## config.mk

```make
export PLATFORM = sky130hd
export DESIGN_NAME = three_axis_pid_controller_top
export DESIGN_NICKNAME = d
export VERILOG_FILES = /design/src/rtl/tpc_pkg.sv /design/src/rtl/three_axis_pid_controller_top.sv
export SDC_FILE = /design/constraint.sdc
export NUM_CORES = 2
export LEC_CHECK = 0
export BUFFER_PORTS_ARGS = -buffer_cell sky130_fd_sc_hd__buf_2
export CAP_MARGIN = 20
export CORE_ASPECT_RATIO = 0.6
export CORE_MARGIN = 4
export CORE_UTILIZATION = 25
export DETAILED_ROUTE_END_ITERATION = 7
export GPL_TIMING_DRIVEN = 0
export PLACE_DENSITY = 0.44
export SKIP_LAST_GASP = 1
export SYNTH_ARGS = -nofsm -noshare
export SYNTH_HDL_FRONTEND = slang
export SYNTH_SLANG_ARGS = --single-unit
```

## constraint.sdc

```tcl
create_clock -name clk -period 20.6 [get_ports clk]
set_input_delay 2.06 -clock clk [delete_from_list [all_inputs] [get_ports clk]]
set_output_delay 2.06 -clock clk [all_outputs]
set_load 0.01 [all_outputs]
```

## src/rtl/tpc_pkg.sv

```systemverilog
// Shared constants, codes and state type of the three-axis PID controller.
package tpc_pkg;

  localparam int NUM_AXES  = 3;
  localparam int AXIS_W    = 2;
  localparam int EXT_AXES  = 2;

  localparam int IN_DATA_W  = 144;
  localparam int IN_USER_W  = 3;
  localparam int OUT_DATA_W = 96;
  localparam int CFG_IDX_W  = 3;
  localparam int CFG_DATA_W = 48;

  // shared multiplier: unsigned A times signed B
  localparam int MA_W   = 20;
  localparam int MB_W   = 38;
  localparam int PROD_W = 59;
  localparam int SUM_W  = 64;

  // shared restoring divider
  localparam int DW     = 42;
  localparam int DEN_W  = 20;
  localparam int CNT_W  = 6;

  localparam logic [DEN_W-1:0] US_PER_S = 20'd1000000;

  // integrator step: e*dt*256/1e6 = e*dt*4/15625, multiplied by ceil(2^47/15625)
  // split at bit 17 into two multiplier passes; the bias does the rounding
  localparam logic [MA_W-1:0] RCP_LO   = 20'd62487;
  localparam logic [MA_W-1:0] RCP_HI   = 20'd68719;
  localparam logic [DW-1:0]   RCP_BIAS = 42'd7812;

  typedef enum logic [1:0] {
    REQ_UPDATE  = 2'd0,
    REQ_CLR_INT = 2'd1,
    REQ_CLR_ALL = 2'd2,
    REQ_NONE    = 2'd3
  } req_t;

  localparam logic [CFG_IDX_W-1:0] CFG_GAINS_ROLL  = 3'd0;
  localparam logic [CFG_IDX_W-1:0] CFG_GAINS_PITCH = 3'd1;
  localparam logic [CFG_IDX_W-1:0] CFG_GAINS_YAW   = 3'd2;
  localparam logic [CFG_IDX_W-1:0] CFG_INT_LIMIT   = 3'd3;
  localparam logic [CFG_IDX_W-1:0] CFG_FIXED_STEP  = 3'd4;

  typedef enum logic [11:0] {
    S_IDLE  = 12'b0000_0000_0001,
    S_EDT   = 12'b0000_0000_0010,
    S_DIVI  = 12'b0000_0000_0100,
    S_RUNI  = 12'b0000_0000_1000,
    S_CLAMP = 12'b0000_0001_0000,
    S_DIVD  = 12'b0000_0010_0000,
    S_RUND  = 12'b0000_0100_0000,
    S_KP    = 12'b0000_1000_0000,
    S_KI    = 12'b0001_0000_0000,
    S_KD    = 12'b0010_0000_0000,
    S_SUM   = 12'b0100_0000_0000,
    S_RND   = 12'b1000_0000_0000
  } state_t;

endpackage

```

## src/rtl/three_axis_pid_controller_top.sv

```systemverilog
// Three-axis PID controller with one shared multiplier and one shared divider.
//
//  channel | dir | handshake             | payload
//  --------+-----+-----------------------+---------------------------------------
//  in_     | in  | in_tvalid/in_tready   | in_tdata setpoints, measures, rates, dt
//  out_    | out | out_tvalid/out_tready | out_tdata drive roll, pitch, yaw
//  cfg_    | in  | cfg_valid/cfg_ready   | cfg_index, cfg_data
//
// An update runs the axes in turn: a reciprocal multiply for the integrator
// step, a divider run for the derivative, then the multiply-accumulate steps.
// Roll and pitch skip the derivative divide when the external rate
// replaces it. Clear requests are handled in the idle state and start no update.
// Reset is synchronous, active low, and clears gains, limits, integrators and
// derivative history. The input waits while an update is in flight; a result
// waits in the output register and stalls only the final write of the next one.
module three_axis_pid_controller_top (
  input  logic                             clk,
  input  logic                             rst_n,
  input  logic                             in_tvalid,
  output logic                             in_tready,
  // setpoint_roll, setpoint_pitch, setpoint_yaw, measured_roll, measured_pitch,
  // measured_yaw, ext_rate_roll, ext_rate_pitch, elapsed_us
  input  logic [tpc_pkg::IN_DATA_W-1:0]    in_tdata,
  // req_type, use_ext_rate
  input  logic [tpc_pkg::IN_USER_W-1:0]    in_tuser,
  output logic                             out_tvalid,
  input  logic                             out_tready,
  // drive_roll, drive_pitch, drive_yaw
  output logic [tpc_pkg::OUT_DATA_W-1:0]   out_tdata,
  input  logic                             cfg_valid,
  output logic                             cfg_ready,
  input  logic [tpc_pkg::CFG_IDX_W-1:0]    cfg_index,
  input  logic [tpc_pkg::CFG_DATA_W-1:0]   cfg_data
);
  import tpc_pkg::*;

  state_t state_r, state_nxt;
  logic [AXIS_W-1:0]       axis_r;
  logic [15:0]             dt_r;
  logic                    use_ext_r;
  logic signed [15:0]      sp_r   [NUM_AXES];
  logic signed [15:0]      pv_r   [NUM_AXES];
  logic signed [15:0]      ext_r  [EXT_AXES];
  logic [47:0]             gains_r [NUM_AXES];
  logic [30:0]             lim_r;
  logic [15:0]             fixed_r;
  logic signed [31:0]      integ_r [NUM_AXES];
  logic signed [15:0]      last_r  [NUM_AXES];
  logic signed [PROD_W-1:0] prod_r;
  logic signed [SUM_W-1:0] sum_r;
  logic signed [31:0]      acc_r;
  logic signed [MB_W-1:0]  d_r;
  logic [DEN_W-1:0]        rem_r;
  logic [DW-1:0]           quo_r;
  logic [DEN_W-1:0]        den_r;
  logic [CNT_W-1:0]        cnt_r;
  logic                    neg_r;
  logic signed [31:0]      drv_r [NUM_AXES];
  logic                    out_tvalid_r;
  logic [OUT_DATA_W-1:0]   out_tdata_r;

  logic                    in_acc;
  req_t                    req;
  logic [15:0]             dt_sel;
  logic signed [16:0]      e_c, dpv_c;
  logic [15:0]             kp_c, ki_c, kd_c;
  logic [MA_W-1:0]         mul_a;
  logic signed [MB_W-1:0]  mul_b;
  logic signed [PROD_W-1:0] ma_x, mb_x, mul_p;
  logic [PROD_W-1:0]       prod_abs;
  logic [DW-1:0]           num_c, num_rnd;
  logic [DEN_W-1:0]        den_c;
  logic [DEN_W:0]          trial;
  logic                    ge;
  logic [DW-1:0]           quo_nxt;
  logic [DEN_W-1:0]        rem_nxt;
  logic                    div_done;
  logic [DW-1:0]           m_c;
  logic [PROD_W-1:0]       rcp_sum;
  logic                    rcp_done;
  logic signed [33:0]      qi_s, acc_sum, lim_s, acc_cl;
  logic signed [MB_W-1:0]  qd_s;
  logic signed [SUM_W-1:0] prod_x, prod_x8;
  logic [SUM_W-1:0]        sum_abs;
  logic [SUM_W-13:0]       rq;
  logic signed [31:0]      drive_c;
  logic                    last_axis, out_free, out_load;

  assign in_tready  = (state_r == S_IDLE);
  assign in_acc     = in_tvalid && in_tready;
  assign cfg_ready  = 1'b1;
  assign out_tvalid = out_tvalid_r;
  assign out_tdata  = out_tdata_r;
  assign req        = req_t'(in_tuser[1:0]);
  assign dt_sel     = (fixed_r != 16'd0) ? fixed_r : in_tdata[143:128];

  assign e_c   = {sp_r[axis_r][15], sp_r[axis_r]} - {pv_r[axis_r][15], pv_r[axis_r]};
  assign dpv_c = {pv_r[axis_r][15], pv_r[axis_r]} - {last_r[axis_r][15], last_r[axis_r]};
  assign kp_c  = gains_r[axis_r][15:0];
  assign ki_c  = gains_r[axis_r][31:16];
  assign kd_c  = gains_r[axis_r][47:32];

  // shared multiplier operand select
  always_comb begin
    mul_a = '0;
    mul_b = '0;
    unique case (state_r)
      S_EDT:   begin mul_a = {4'd0, dt_r}; mul_b = MB_W'(e_c);   end
      S_RUNI:  begin
        mul_a = (cnt_r == '0) ? RCP_LO : RCP_HI;
        mul_b = {{(MB_W-34){1'b0}}, quo_r[33:0]};
      end
      S_CLAMP: begin mul_a = US_PER_S;     mul_b = MB_W'(dpv_c); end
      S_KP:    begin mul_a = {4'd0, kp_c}; mul_b = MB_W'(e_c);   end
      S_KI:    begin mul_a = {4'd0, ki_c}; mul_b = MB_W'(acc_r); end
      S_KD:    begin mul_a = {4'd0, kd_c}; mul_b = d_r;          end
      default: begin mul_a = '0;           mul_b = '0;           end
    endcase
  end

  assign ma_x  = {{(PROD_W-MA_W){1'b0}}, mul_a};
  assign mb_x  = {{(PROD_W-MB_W){mul_b[MB_W-1]}}, mul_b};
  assign mul_p = ma_x * mb_x;

  // divider operands: magnitude plus half the divisor for round-half-away
  assign prod_abs = prod_r[PROD_W-1] ? PROD_W'(-prod_r) : PROD_W'(prod_r);
  assign den_c    = {4'd0, dt_r};
  assign num_c    = prod_abs[DW-1:0];
  assign num_rnd  = num_c + {{(DW-DEN_W){1'b0}}, (den_c >> 1)};

  // integrator step: (4*|e*dt| + bias) times the reciprocal, upper and lower halves
  assign m_c      = {{(DW-34){1'b0}}, prod_abs[31:0], 2'b00} + RCP_BIAS;
  assign rcp_sum  = $unsigned(prod_r) + {{(PROD_W-DW){1'b0}}, quo_r};
  assign rcp_done = (cnt_r == CNT_W'(2));

  assign trial    = {rem_r, quo_r[DW-1]};
  assign ge       = (trial >= {1'b0, den_r});
  assign rem_nxt  = ge ? DEN_W'(trial - {1'b0, den_r}) : trial[DEN_W-1:0];
  assign quo_nxt  = {quo_r[DW-2:0], ge};
  assign div_done = (cnt_r == CNT_W'(DW - 1));

  // integrator add and clamp
  assign qi_s    = neg_r ? -$signed({1'b0, quo_r[32:0]}) : $signed({1'b0, quo_r[32:0]});
  assign acc_sum = {{2{integ_r[axis_r][31]}}, integ_r[axis_r]} + qi_s;
  assign lim_s   = {3'd0, lim_r};
  always_comb begin
    priority if (acc_sum > lim_s) acc_cl = lim_s;
    else if (acc_sum < -lim_s)    acc_cl = -lim_s;
    else                          acc_cl = acc_sum;
  end

  assign qd_s = neg_r ? -$signed({1'b0, quo_nxt[MB_W-2:0]})
                      :  $signed({1'b0, quo_nxt[MB_W-2:0]});

  assign prod_x  = {{(SUM_W-PROD_W){prod_r[PROD_W-1]}}, prod_r};
  assign prod_x8 = {prod_x[SUM_W-9:0], 8'd0};

  // round by 4096 and saturate
  assign sum_abs = sum_r[SUM_W-1] ? SUM_W'(-sum_r) : SUM_W'(sum_r);
  assign rq      = (SUM_W-12)'((sum_abs + SUM_W'(2048)) >> 12);
  always_comb begin
    if (sum_r[SUM_W-1]) begin
      drive_c = (rq > (SUM_W-12)'(64'h8000_0000)) ? 32'sh8000_0000 : -$signed(rq[31:0]);
    end else begin
      drive_c = (rq > (SUM_W-12)'(64'h7FFF_FFFF)) ? 32'sh7FFF_FFFF : $signed(rq[31:0]);
    end
  end

  assign last_axis = (axis_r == AXIS_W'(NUM_AXES - 1));
  assign out_free  = !out_tvalid_r || out_tready;
  assign out_load  = (state_r == S_RND) && last_axis && out_free;

  always_comb begin
    state_nxt = state_r;
    unique case (state_r)
      S_IDLE:  if (in_acc && req == REQ_UPDATE) state_nxt = S_EDT;
      S_EDT:   state_nxt = S_DIVI;
      S_DIVI:  state_nxt = S_RUNI;
      S_RUNI:  if (rcp_done) state_nxt = S_CLAMP;
      S_CLAMP: state_nxt = (use_ext_r && axis_r < AXIS_W'(EXT_AXES)) ? S_KP : S_DIVD;
      S_DIVD:  state_nxt = S_RUND;
      S_RUND:  if (div_done) state_nxt = S_KP;
      S_KP:    state_nxt = S_KI;
      S_KI:    state_nxt = S_KD;
      S_KD:    state_nxt = S_SUM;
      S_SUM:   state_nxt = S_RND;
      S_RND: begin
        if (!last_axis)    state_nxt = S_EDT;
        else if (out_free) state_nxt = S_IDLE;
      end
      default: state_nxt = S_IDLE;
    endcase
  end

  always_ff @(posedge clk) begin
    if (!rst_n) begin
      state_r      <= S_IDLE;
      axis_r       <= '0;
      out_tvalid_r <= 1'b0;
      lim_r        <= '0;
      fixed_r      <= '0;
      cnt_r        <= '0;
      for (int i = 0; i < NUM_AXES; i++) begin
        gains_r[i] <= '0;
        integ_r[i] <= '0;
        last_r[i]  <= '0;
      end
    end else begin
      state_r <= state_nxt;

      if (cfg_valid && cfg_ready) begin
        unique case (cfg_index)
          CFG_GAINS_ROLL:  gains_r[0] <= cfg_data;
          CFG_GAINS_PITCH: gains_r[1] <= cfg_data;
          CFG_GAINS_YAW:   gains_r[2] <= cfg_data;
          CFG_INT_LIMIT:   lim_r      <= cfg_data[30:0];
          CFG_FIXED_STEP:  fixed_r    <= cfg_data[15:0];
          default: ;
        endcase
      end

      if (out_load) out_tvalid_r <= 1'b1;
      else if (out_tvalid_r && out_tready) out_tvalid_r <= 1'b0;

      unique case (state_r)
        S_IDLE: begin
          if (in_acc) begin
            axis_r    <= '0;
            use_ext_r <= in_tuser[2];
            dt_r      <= (dt_sel == 16'd0) ? 16'd1 : dt_sel;
            for (int i = 0; i < NUM_AXES; i++) begin
              sp_r[i] <= in_tdata[16*i +: 16];
              pv_r[i] <= in_tdata[48 + 16*i +: 16];
            end
            for (int i = 0; i < EXT_AXES; i++) ext_r[i] <= in_tdata[96 + 16*i +: 16];
            unique case (req)
              REQ_CLR_INT: for (int i = 0; i < NUM_AXES; i++) integ_r[i] <= '0;
              REQ_CLR_ALL: begin
                for (int i = 0; i < NUM_AXES; i++) begin
                  integ_r[i] <= '0;
                  last_r[i]  <= '0;
                end
              end
              REQ_UPDATE, REQ_NONE: ;
            endcase
          end
        end
        S_EDT: prod_r <= mul_p;
        S_DIVI: begin
          quo_r <= m_c;
          neg_r <= prod_r[PROD_W-1];
          cnt_r <= '0;
        end
        S_DIVD: begin
          quo_r <= num_rnd;
          rem_r <= '0;
          den_r <= den_c;
          neg_r <= prod_r[PROD_W-1];
          cnt_r <= '0;
        end
        S_RUNI: begin
          cnt_r <= cnt_r + CNT_W'(1);
          // low half product, then high half with the low half shifted down, then sum
          if (cnt_r == '0) begin
            prod_r <= mul_p;
          end else if (!rcp_done) begin
            prod_r <= mul_p;
            quo_r  <= prod_r[PROD_W-1:PROD_W-DW];
          end else begin
            quo_r  <= DW'(rcp_sum[PROD_W-1:30]);
          end
        end
        S_CLAMP: begin
          acc_r           <= acc_cl[31:0];
          integ_r[axis_r] <= acc_cl[31:0];
          prod_r          <= mul_p;
          if (axis_r < AXIS_W'(EXT_AXES)) d_r <= MB_W'(ext_r[axis_r[0]]);
        end
        S_RUND: begin
          quo_r <= quo_nxt;
          rem_r <= rem_nxt;
          cnt_r <= cnt_r + CNT_W'(1);
          if (div_done) begin
            d_r            <= qd_s;
            last_r[axis_r] <= pv_r[axis_r];
          end
        end
        S_KP: prod_r <= mul_p;
        S_KI: begin
          sum_r  <= prod_x8;
          prod_r <= mul_p;
        end
        S_KD: begin
          sum_r  <= sum_r + prod_x;
          prod_r <= mul_p;
        end
        S_SUM: sum_r <= sum_r - prod_x8;
        S_RND: begin
          if (!last_axis) begin
            drv_r[axis_r] <= drive_c;
            axis_r        <= axis_r + AXIS_W'(1);
          end else if (out_free) begin
            // hold until the previous result is taken
            out_tdata_r  <= {drive_c, drv_r[1], drv_r[0]};
          end
        end
        default: ;
      endcase
    end
  end

  a_div_cnt: assert property (@(posedge clk) disable iff (!rst_n)
    (state_r == S_RUNI || state_r == S_RUND) |-> cnt_r < CNT_W'(DW))
    else $error("divider ran past its last step");

  a_dt_nonzero: assert property (@(posedge clk) disable iff (!rst_n)
    (state_r != S_IDLE) |-> dt_r != 16'd0)
    else $error("step time is zero during an update");

  a_clamp: assert property (@(posedge clk) disable iff (!rst_n)
    (state_r == S_CLAMP) |-> (acc_cl <= lim_s) && (acc_cl >= -lim_s))
    else $error("integrator outside its limit");

  a_result_slot: assert property (@(posedge clk) disable iff (!rst_n)
    (state_r == S_RND && last_axis && out_tvalid_r && !out_tready) |=> state_r == S_RND)
    else $error("result overwrote an untaken transaction");

endmodule

```

# Word-level counts from Yosys, hierarchy flattened

Memory sizes are Yosys's and may differ from the RTL's. A register that Yosys moved wholly into a read port is not among the register bits.
Cells that the tools add are included.

Bits in registers: 453
Bits in writable memories: 512
Input bits: 203
Output and inout bits: 99
Memories: 7

Memory list:

| name            | depth | width | rd ports | clocked after Yosys merged registers in | write ports | line                                | text |
|---|---|---|---|---|---|---|---|
| gains_r         | 3     | 48    | 1        | 1                                       | 3           | three_axis_pid_controller_top.sv:44 | `logic [47:0] gains_r [NUM_AXES];` |
| drv_r           | 3     | 32    | 2        | 2                                       | 1           | three_axis_pid_controller_top.sv:58 | `logic signed [31:0] drv_r [NUM_AXES];` |
| integ_r         | 3     | 32    | 1        | 1                                       | 3           | three_axis_pid_controller_top.sv:47 | `logic signed [31:0] integ_r [NUM_AXES];` |
| last_r          | 3     | 16    | 1        | 1                                       | 3           | three_axis_pid_controller_top.sv:48 | `logic signed [15:0] last_r [NUM_AXES];` |
| pv_r            | 3     | 16    | 1        | 1                                       | 3           | three_axis_pid_controller_top.sv:42 | `logic signed [15:0] pv_r [NUM_AXES];` |
| sp_r            | 3     | 16    | 1        | 1                                       | 3           | three_axis_pid_controller_top.sv:41 | `logic signed [15:0] sp_r [NUM_AXES];` |
| 1 more memories | n/a   | n/a   | n/a      | n/a                                     | n/a         | n/a                                 |  |

Add/subtract/negate cells: 18
$mul: 1
$lt $le $gt $ge: 6
Eq/ne operators: 30
Multiplexer cells: 106
Bitwise operators: 12
Reductions and logical operators: 41

Operators by type and width:

| operator                                              | count |
|---|---|
| two-way mux 32 bit                                    | 12 |
| case mux 64 bit (3 select lines)                      | 1 |
| case mux 38 bit (5 select lines)                      | 1 |
| case mux 42 bit (4 select lines)                      | 1 |
| two-way mux 48 bit                                    | 3 |
| case mux 12 bit (12 select lines)                     | 1 |
| two-way mux 42 bit                                    | 3 |
| case mux 20 bit (6 select lines)                      | 1 |
| two-way mux 59 bit                                    | 2 |
| case mux 59 bit (2 select lines)                      | 1 |
| two-way mux 38 bit                                    | 3 |
| two-way mux 16 bit                                    | 5 |
| case mux 38 bit (2 select lines)                      | 1 |
| adder 64 x 12 -> 64 bit (second input constant)       | 1 |
| adder 64 x 59 -> 64 bit                               | 1 |
| two-way mux 64 bit                                    | 1 |
| negator 64 bit                                        | 1 |
| subtractor 64 bit                                     | 1 |
| two-way mux 12 bit                                    | 5 |
| adder 59 x 42 -> 59 bit                               | 1 |
| multiplier 21 x 38 -> 59 bit                          | 1 |
| > comparator 52 x 31 -> 1 bit (second input constant) | 1 |
| > comparator 52 x 32 -> 1 bit (second input constant) | 1 |
| two-way mux 1 bit                                     | 44 |
| other kinds (65)                                      | 121 |

# Depth between registers and ports, before layout

Depth after elaboration: 9
Gate-level depth with buffers: 55
Gate-level depth less buffers: 50

# Worst setup path before layout

No wires, ideal clock.

Kind: reg2reg
Start: register with a tool-made name
End: register prod_r[56], data pin
Library setup time: 0.258 ns
Arrival: 12.401 ns
Path slack: 7.941 ns
Stages on the path, launching flop included: 54
Path buffers: 5
Path through: dfxtp_1 -> buf_1 -> clkbuf_1 -> clkbuf_1 -> buf_1 -> mux2i_1 -> nor2_1 -> a21oi_1 -> inv_1 -> ha_1 -> nor2b_1 -> o21ai_0 -> a21boi_0 -> o21ai_0 -> a21boi_0 -> o21ai_0 -> a21oi_1 -> or4_1 -> [18 not listed] -> fa_1 -> inv_1 -> ha_1 -> a21o_1 -> a21o_1 -> a21oi_1 -> nor4_1 -> o41a_1 -> o21ai_0 -> o31a_1 -> or4_1 -> a21oi_1 -> and3_1 -> o21ai_0 -> a21oi_1 -> o21a_1 -> nor2_1 -> xnor2_1

RTL lines:

| item                   | line                                 | text |
|---|---|---|
| end signal: assignment | three_axis_pid_controller_top.sv:248 | `S_EDT: prod_r <= mul_p;` |
| end signal: assignment | three_axis_pid_controller_top.sv:265 | `prod_r <= mul_p;` |
| end signal: assignment | three_axis_pid_controller_top.sv:267 | `prod_r <= mul_p;` |
| end: declaration       | three_axis_pid_controller_top.sv:49  | `logic signed [PROD_W-1:0] prod_r;` |

==> flow_summary.json <==
{
  "wl_mm": 366,
  "finalSetupViolations": 0,
  "vias_per_cell": 5.09,
  "ant_nets": 0,
  "fmax_mhz": 52.9,
  "start_kind": "flip-flop",
  "post-route-period-util_pct": 91.7,
  "yosys.area.top_type": "edfxtp_1",
  "synth.top_cells.by_area": "edfxtp_1 (32%), fa_1 (17%), ha_1 (6.9%)",
  "cp.arrival_ns": 19.38,
  "dr_wl_met2_mm": 126,
  "synth_top_area_share_pct": 31.9,
  "grt_use_total_pct": 20.2,
  "worst_clock_skew_ns": 0.101,
  "drv_cap": 0,
  "vias": 70900,
  "slowest_stage": "o21ai_0",
  "violations": "design-rule violations, max-slew violations",
  "h-tree-depth": 3,
  "wl_per_cell_um": 26.3,
  "antenna_found_initial": 36,
  "core.rowCount": 166,
  "worstSetupPathType": "reg -> reg",
  "p_leak_nw": 40.0,
  "drc": 2,
  "wl_met3_mm": 47.6,
  "drive_gt1_share_pct": 8.09,
  "r2r_cells": 48,
  "place_hpwl_mm": 304,
  "synth_seq_cells": 984,
  "crit_required_ns": 21.08,
  "post_cts_resized": 0,
  "port_buffers": 300,
  "final.setup.worst_slack_ns": 1.70,
  "status": "complete, but fails checks",
  "grt_max_degree": 69,
  "core_mm2": 0.341,
  "ys_types": 93,
  "grt_pass1_wl_mm": 512,
  "synthFlopType": "edfxtp_1",
  "clk_latency_ns": 0.83,
  "dp.cells": 13700,
  "cts-root-buf": "clkbuf_16",
  "num_io_pins": 302,
  "grt_pass1_vias": 67800,
  "gp_congestion": 0.985,
  "drt_pass1_iterations": 8,
  "finalCriticalPeriod_ns": 18.90,
  "critPathCaptureType": "flip-flop",
  "drt_iter0_drc": 8499,
  "hold_violations": 0,
  "dieArea_mm2": 0.353,
  "hold_depth": 0,
  "cts_buffer_depth": 3,
  "routed.top_layer": "met5",
  "instances_no_fill": 13900,
  "netlist_area_mm2": 0.0858,
  "slew_headroom_pct": -8.53,
  "syn_inst": 8749,
  "tightest_slew_ns": 1.63,
  "most-common-layout-cells": "inv_1 (1139), nand2_1 (1060), edfxtp_1 (913)",
  "syn_to_final_growth_pct": 14.5,
  "grt-ovfl-total": 0,
  "async_flop_share_pct": 0,
  "cpMostUsedCell": "fa_1",
  "synth_enable_flop_cells": 913,
  "die_height_um": 462,
  "rsz0062_at_grt": "no",
  "fin_util_pct": 28.8,
  "die_w_um": 764,
  "hold_ws_ns": 0.365,
  "ctsHoldBuffers": 0,
  "avgSynthCellArea_um2": 9.81,
  "layout.nets": 10700,
  "cts_tree": "yes",
  "place_ws_ns": 2.29,
  "wl_met1_mm": 188,
  "max-vdd-ir-drop_uv": 77.3,
  "seq_area_frac_synth_pct": 33.6,
  "cp_max_fo": 10,
  "cts_made_buffers": 107,
  "power.density_mw_per_mm2": 56.2,
  "cpPeakStageDelay_ns": 0.97,
  "yosys_warnings": 0,
  "tns_ns": 0,
  "cts_setup_buffers": 0,
  "cts_sinks": 984,
  "final_common_cell": "inv_1",
  "clkTransAtPathRegs_ns": 0.07,
  "start_util_pct": 25.1,
  "finalMaxSlewViolations": 5,
  "min_path_type": "reg -> reg"
}
cells in the mapped netlist, drive strengths merged (21+ instances only):
cell type / n
inv: 1139
nand2: 1064
edfxtp: 913
fa: 749
nor2: 552
ha: 470
o21ai: 432
a21oi: 409
xnor2: 376
clkbuf: 350
a21o: 180
xor2: 173
and2: 141
nand3: 117
nor3: 116
mux2i: 106
nand4: 95
a22oi: 94
nand2b: 84
nor2b: 80
a21boi: 76
dfxtp: 71
or3: 70
a31oi: 62
and3: 58
nor4: 53
buf: 49
mux4: 48
o31ai: 47
a211oi: 44
a221oi: 40
o21a: 37
o21bai: 36
o211ai: 35
a222oi: 31
nor3b: 30
or4: 29
o41ai: 27
or2: 25
o22ai: 23
and4: 21
kinds of logic (layout without fill, tap and decap cells):
| kind of cell | Yosys count | after routing | synth area share (%) |
|---|---|---|---|
| XOR/XNOR | 549 | 549 | 5.60 |
| AO/OA/AOI/OAI | 1719 | 1719 | 13.0 |
| buffers and inverters | 1540 | 2162 | 6.78 |
| AND/OR/NAND/NOR | 2574 | 2574 | 14.1 |
| adder cells (fa/ha/maj) | 1219 | 1219 | 24.3 |
| flip-flops | 984 | 984 | 33.6 |
| other | 2 | 21 | 0.00875 |
| multiplexers | 162 | 162 | 2.60 |
per-stage QoR:
stage	power, mW	instance area, µm²
3_3_place_gp	3.47	93000
2_1_floorplan	2.99	85900
4_1_cts	5.54	98100
5_1_grt	5.74	98300
6_report	5.53	98300
3_5_place_dp	3.50	94400
final cells by class:
| cell class | count | area [µm²] |
|---|---|---|
| antenna | 9 | 22.5 |
| timing repair buffer | 421 | 2960 |
| fill | 35800 | 243000 |
| inverter | 1141 | 4280 |
| sequential | 984 | 28800 |
| buffer | 399 | 1550 |
| tap | 4536 | 5680 |
| clock inverter | 81 | 885 |
| multi-input combinational | 6235 | 51400 |
| clock buffer | 120 | 2730 |
sequential cells by signal (all words and copies together), names as in the netlist, 42 cells and up, named ones only:
name       flops
prod_r        59
pv_r          48
sum_r         64
integ_r      128
drv_r         64
quo_r         42
last_r        64
sp_r          48
gains_r      144
out_tdata     96
report_power, final:
part	total, mW	switching (mW)	internal, mW
Clock	2.02	0.934	1.09
Sequential	2.36	0.0549	2.31
Combinational	1.14	0.803	0.340
metal layers:
layer / up-vias / track usage [%]
met4: 10 / 2.92
met2: 3455 / 24.2
met5: - / 0
met3: 301 / 7.79
met1: 36000 / 33.1
li1: 31100 / -
worst max-delay path, delay by kind of cell, from the launching register on:
family,cells,cell delay [ns]
mux,1,0.24
fa+ha+maj,9,4.52
simple gates,10,3.35
buf+inv,12,4.97
xor+xnor,1,0.15
compound gates,15,4.77
flops,1,0.45
final timing paths:
path                    to  slack (ns)          from
max reg2reg     prod_r[58]        1.70     flip-flop
min reg2reg  out_tdata[60]        0.37  drv_r[1][28]
min          out_tdata[60]        0.37  drv_r[1][28]
max             prod_r[58]        1.70     flip-flop
Power figures use the tool's default switching activity.
